[src/hdl/pith_pkg.sv]
// ----------------------------------------------------------------------------
// pith_pkg
// Types, sizes and codes shared by the pointer interning handle table.
// ----------------------------------------------------------------------------
package pith_pkg;

  localparam int CAPACITY  = 4096;
  localparam int BUCKETS   = 2048;
  localparam int H_W       = 13;
  localparam int KEY_W     = 64;
  localparam int IDX_W     = (CAPACITY > 1) ? $clog2(CAPACITY) : 1;
  localparam int BKT_W     = $clog2(BUCKETS);
  localparam int CNT_W     = $clog2(CAPACITY + 1);
  localparam int CMP_W     = (CNT_W > H_W) ? CNT_W : H_W;
  localparam int MIX_SHIFT = 33;
  localparam logic [KEY_W-1:0] MIX_MUL = 64'hff51afd7ed558ccd;
  localparam logic [BKT_W-1:0] BKT_MASK = BKT_W'(BUCKETS - 1);
  localparam int QDEPTH    = 4;
  localparam int QP_W      = $clog2(QDEPTH);

  localparam logic REQ_INTERN = 1'b0;
  localparam logic REQ_GET    = 1'b1;

  typedef enum logic [1:0] {
    ST_FOUND = 2'd0,
    ST_NEW   = 2'd1,
    ST_NONE  = 2'd2,
    ST_FULL  = 2'd3
  } status_t;

  typedef enum logic [1:0] {
    K_GET    = 2'd0,
    K_NULL   = 2'd1,
    K_INTERN = 2'd2
  } kind_t;

  typedef struct packed {
    logic             req_type;
    logic [KEY_W-1:0] key;
    logic [H_W-1:0]   handle_in;
  } in_item_t;

  typedef struct packed {
    logic [H_W-1:0]   handle_out;
    logic [KEY_W-1:0] key_out;
    logic [1:0]       status;
  } out_item_t;

  typedef struct packed {
    kind_t            kind;
    logic [KEY_W-1:0] key;
    logic [H_W-1:0]   handle_in;
    logic [BKT_W-1:0] bucket;
  } work_t;

endpackage

[src/hdl/pith_queue.sv]
// ----------------------------------------------------------------------------
// pith_queue
// Short queue of classified requests between front and back.
// ----------------------------------------------------------------------------
module pith_queue (
  input  logic            clk,
  input  logic            rst,
  input  logic            push_valid,
  output logic            push_stall,
  input  pith_pkg::work_t push_item,
  output logic            pop_valid,
  input  logic            pop_stall,
  output pith_pkg::work_t pop_item
);
  import pith_pkg::*;

  work_t           slots [QDEPTH];
  logic [QP_W-1:0] wp, rp;
  logic [QP_W:0]   cnt;
  logic            push, pop;

  assign push_stall = (cnt == (QP_W+1)'(QDEPTH));
  assign pop_valid  = (cnt != '0);
  assign pop_item   = slots[rp];
  assign push       = push_valid && !push_stall;
  assign pop        = pop_valid && !pop_stall;

  always_ff @(posedge clk) begin
    if (rst) begin
      wp  <= '0;
      rp  <= '0;
      cnt <= '0;
    end else begin
      if (push) wp <= wp + 1'b1;
      if (pop)  rp <= rp + 1'b1;
      cnt <= cnt + (QP_W+1)'(push) - (QP_W+1)'(pop);
    end
  end

  always_ff @(posedge clk) begin
    if (push) slots[wp] <= push_item;
  end

endmodule

[config.mk]
export PLATFORM = sky130hd
export DESIGN_NAME = pith_queue
export DESIGN_NICKNAME = d
export VERILOG_FILES = /design/src/hdl/pith_pkg.sv /design/src/hdl/pith_queue.sv
export SDC_FILE = /design/constraint.sdc
export NUM_CORES = 1
export LEC_CHECK = 0
export BUFFER_PORTS_ARGS = -buffer_cell sky130_fd_sc_hd__clkbuf_2
export CAP_MARGIN = 20
export CORE_MARGIN = 10
export CORE_UTILIZATION = 45
export DETAILED_ROUTE_END_ITERATION = 10
export PLACE_DENSITY_LB_ADDON = 0.15
export SLEW_MARGIN = 20
export SYNTH_ARGS = -nofsm -noshare
export SYNTH_HDL_FRONTEND = slang
export SYNTH_SLANG_ARGS = --single-unit
[constraint.sdc]
create_clock -name clk -period 4.9 [get_ports clk]
set_input_delay 0.245 -clock clk [delete_from_list [all_inputs] [get_ports clk]]
set_output_delay 0.245 -clock clk [all_outputs]
set_load 0.02 [all_outputs]
**Yosys cells after proc, flatten, opt, wreduce, memory -nomap -nowiden**

Memory sizes are Yosys's and may differ from the RTL's. A register that Yosys moved wholly into a read port is not among the register bits.
Cells that the tools add are included.

- Logic and storage cells: 18
- Memories kept: 1
- Flip-flop bits (word level): 7
- Input bits: 94
- RAM bits: 360
- Output and inout port bits: 92

Memories:

| memory | words | bits a word | read ports | clocked after Yosys merged registers in | write ports | RTL line | RTL |
|---|---|---|---|---|---|---|---|
| slots | 4 | 90 | 1 | 1 | 1 | pith_queue.sv:17 | `work_t slots [QDEPTH];` |

- Muxes and demuxes: 4
- Eq/ne operators: 1
- Reduce and logical (&&, ||, !) cells: 5
- Add/subtract/negate cells: 4

Operators by type and width:

| kind | count |
|---|---|
| $add A2 B1 Y2 const B | 2 |
| $mux W2 | 2 |
| $add A3 B1 Y3 | 1 |
| $eq A3 B3 Y1 const B | 1 |
| $reduce_bool A3 Y1 | 1 |
| $sub A3 B1 Y3 | 1 |
| $logic_and A1 B1 Y1 | 2 |
| $logic_not A1 Y1 | 2 |
| $mux W1 | 2 |

**Longest topological paths before layout**

- Word-level depth: 5
- Gate-level depth with buffers: 11
- Mapped depth without buffers: 11

**Least setup slack after synthesis**

OpenSTA, ideal clock, no wires.

- Path type: register to register
- From: reg cnt[1]
- To: mem slots[0][0] (netlist name), enable pin
- Path slack: 1520 ps
- Required time: 4441 ps
- Buffers on the path: 0
- Arrival: 2921 ps
- Period minus slack after synthesis: 3380 ps
- Stages on the path, launching flop included: 4
- Library setup time: 459 ps
- Cells stage by stage: dfxtp_1 -> nor3b_2 -> nor2_1 -> and2_1

- Cells in the longest elaborated chain, start to end: 5

Ends and longest elaborated chain:

| what | RTL line | RTL |
|---|---|---|
| start: declaration | pith_queue.sv:19 | `logic [QP_W:0] cnt;` |
| start signal: assignment | pith_queue.sv:36 | `cnt <= cnt + (QP_W+1)'(push) - (QP_W+1)'(pop);` |
| $eq A3 B3 Y1 | pith_queue.sv:22 | `assign push_stall = (cnt == (QP_W+1)'(QDEPTH));` |
| named net push_stall | pith_queue.sv:9 | `output logic push_stall,` |
| $logic_not A1 Y1 | pith_queue.sv:25 | `assign push = push_valid && !push_stall;` |
| $logic_and A1 B1 Y1 | pith_queue.sv:25 |  |
| $mux W1 | pith_queue.sv:41 | `if (push) slots[wp] <= push_item;` |
| $mux W1 (implied by the code) | pith_queue.sv:41 |  |
| end: declaration | pith_queue.sv:17 |  |

The timed path passes the listed nets, and every way through them passes these cells.

==> results.md <==
* Status: finished clean
* Reg2Reg Depth at 5
* Syn Nets at 623
* Core Region at 0.0297 mm²
* Row count at 63
* Boundary Pins at 186
* CTS sink count at 369
* Die area at 0.0375 mm²
* Max FO, Critical Path at 51
* Data arrival, critical path at 2750 ps
* Antenna-violating nets left at 0
* CTS Buf Count at 38
* Synth Area in Simple Gates at 0.904%
* Worst Setup Path Type: flop to output pin
* Mapped Cells at 522
* Pre-CTS WS at 2170 ps
* Worst-Skew Late Latency at 520 ps
* Synthesized area per cell at 26.0 µm²
* Synth Area in XOR/XNOR at 0.0646%
* IO buf count at 185
* Slew headroom at 30.8%
* Most used DFF post-synth: edfxtp_1
* Initial antenna violation count at 4
* Final Hold Fails at 0
* Initial DRC Count at 361
* Worst-path clk slew at 60 ps
* Syn. warnings at 0
* Area Overhead vs Synth at 24.7%
* Ys async rst share at 0%
* Detailed Place HPWL at 17.2 mm
* Die Y at 194 µm
* # setup viols final at 0
* Worst Setup End Kind: output pin
* Initial Utilization at 45.6%
* Vias in the first global route at 7156
* Seq/Total Area, Yosys at 81.0%
* Final min period at 2990 ps
* Post-Synth Adder-Cell Area at 0.701%
* CTS tree: yes
* Largest net degree at the start of global routing at 72
* CP Launch Type: flop
* # DRC at 0
* Register area at 0.0110 mm²
* Final Skew at 7.73 ps
* Post-Synthesis Cell Area at 0.0136 mm²
* Largest family of logic cells by synthesized area: multiplexers
* Worst vdd ir at 361 µV
* # nets final at 927
* Via/cell ratio at 5.12
* Post-route setup slack at 1910 ps
* Static leakage at 0.00575 µW
* Mux cell area share after synthesis at 15.1%
* Tot GR Track Use at 14.6%
* Flops & latches, synth at 369
* Routability Congestion at 0.713
* Final TNS setup at 0 ps
* Hold Crit Depth at 2
* Vias at 6366
* Count of cell types in the netlist at 25
* Worst Max-Slew Pin Slew at 1040 ps
* Pre-antenna DRT Iters at 5
* Final period utilization at 61.1%
* HP Class: primary input to flop
* Complex-gate fraction of the synthesized area at 0.185%
* CP required at 4660 ps
* DR WL/cell at 22.1 µm
* H-Tree Level Count at 2
* Chip Width at 194 µm
* Max_cap viols at 0
* Multi-input gate area at 0.00231 mm²
* Slew Viols, Final at 0
* Max Freq at 0.334 GHz
* First-pass GRT wire length at 43.0 mm
* RSZ-0062 raised after global routing: false
* Max clock buf depth at 3
* Layout cells sized above 1 at 39.9%
* EDFF count, synth at 360
* # fillers at 2267
* Drt total wl at 27.5 mm
* Congestion Overflow GR at 0
* Power Dens Cells at 507 mW/mm²
* Root Driver: clkbuf_16
==> cell usage after synthesis (2+ instances only) <==
library cell	count	share of area [%]
edfxtp_1	360	80
mux4_2	90	15
buf_12	9	1.3
buf_2	9	0.33
dfxtp_1	9	1.3
inv_1	7	0.19
ha_1	6	0.55
and2_1	5	0.23
nor2_1	5	0.14
a21oi_1	3	0.11
nand2b_1	2	0.092
nor2b_1	2	0.092
o21ai_0	2	0.074
or3_1	2	0.092
==> layer usage <==
metal / wire (µm) / vias up / GRT usage [%] / share of wire [%]
li1: - / 2851 / - / -
met1: 12500 / 3285 / 20.2 / 45
met2: 12800 / 184 / 22.8 / 46
met3: 1830 / 42 / 4.11 / 6.7
met4: 416 / 4 / 3.26 / 1.5
met5: 31 / - / 0 / 0.11
==> flip-flops by register name, summed over array words and instances, names as in the netlist, named ones only <==
signal,flops
rp,2
slots,360
cnt,3
wp,2
==> power breakdown <==
part / switching, µW / internal (µW)
logic: 1110 / 808
registers: 179 / 3830
clock network: 1110 / 1530
total: 2390 / 6170
==> what timing repair did <==
| item | in CTS | in global routing |
|---|---|---|
| resized for setup | 0 | 0 |
| hold buffers | 90 | 0 |
| setup buffers | 0 | 0 |
| hold endpoints to repair | 360 | 0 |
==> through the flow <==
stage	area (µm²)	cells	util, %	hold slack (ps)	total power (µW)
final	16900	1244	56.9	25.0	8560
after global routing	16900	1243	56.9	31.0	8950
after CTS	16900	1240	56.7	7.26	8700
after detailed placement	14800	1084	49.9	466	5990
after global placement	14800	1084	49.9	461	5950
after floorplan	13600	522	-	344	5390
==> area by class of cell <==
type	instances	area share (%)
multi-input combinational	125	13.7
clock buffer	47	5.83
inverter	7	0.155
tap	390	2.89
timing repair buffer	285	11.5
sequential	369	65.1
clock inverter	19	0.903
antenna	2	0.0296
==> critical path: stages (launching register included) <==
cell	delay, ps
dfxtp_4	920
buf_12	470
mux4_2	620
clkbuf_2	190
==> cell usage in the layout (no fill, tap or decap) <==
cell type and instances:
a21oi_1 3, and2_1 1, and2_4 4, buf_12 3, buf_4 7, bufinv_16 2
clkbuf_1 9, clkbuf_16 38, clkbuf_2 185, clkinv_1 11, clkinv_2 2, clkinv_8 1
clkinvlp_4 1, dfxtp_1 7, dfxtp_4 2, diode_2 2, dlygate4sd3_1 90, edfxtp_1 360
fa_1 1, ha_1 6, inv_1 7, inv_6 2, mux2_2 1, mux2i_1 1
mux4_2 90, nand2b_1 2, nor2_1 5, nor2b_1 2, nor3_1 1, nor3_2 1
nor3b_1 1, nor3b_2 1, o21ai_0 2, or3_1 2, xor2_1 1
==> cell families after synthesis <==
kind of cell / after synthesis
DFF: 369
xor gates and xnor gates: 1
muxes: 92
and+or+nand+nor: 20
adders and majority gates: 7
buffers and inverters: 28
AOI/OAI and AO/OA: 5
==> path summary, 6_finish.rpt <==
kind                           start                      to  slack [ps]
setup / recovery                flop            pop_item[88]        1910
hold reg to reg   rp[0]$_SDFFE_PP0P_                    flop         530
setup reg to reg   cnt[1]$_SDFF_PP0_  slots[3][81]$_DFFE_PP_        2380
hold / removal                   rst                    flop          20
Power figures use the tool's default switching activity.
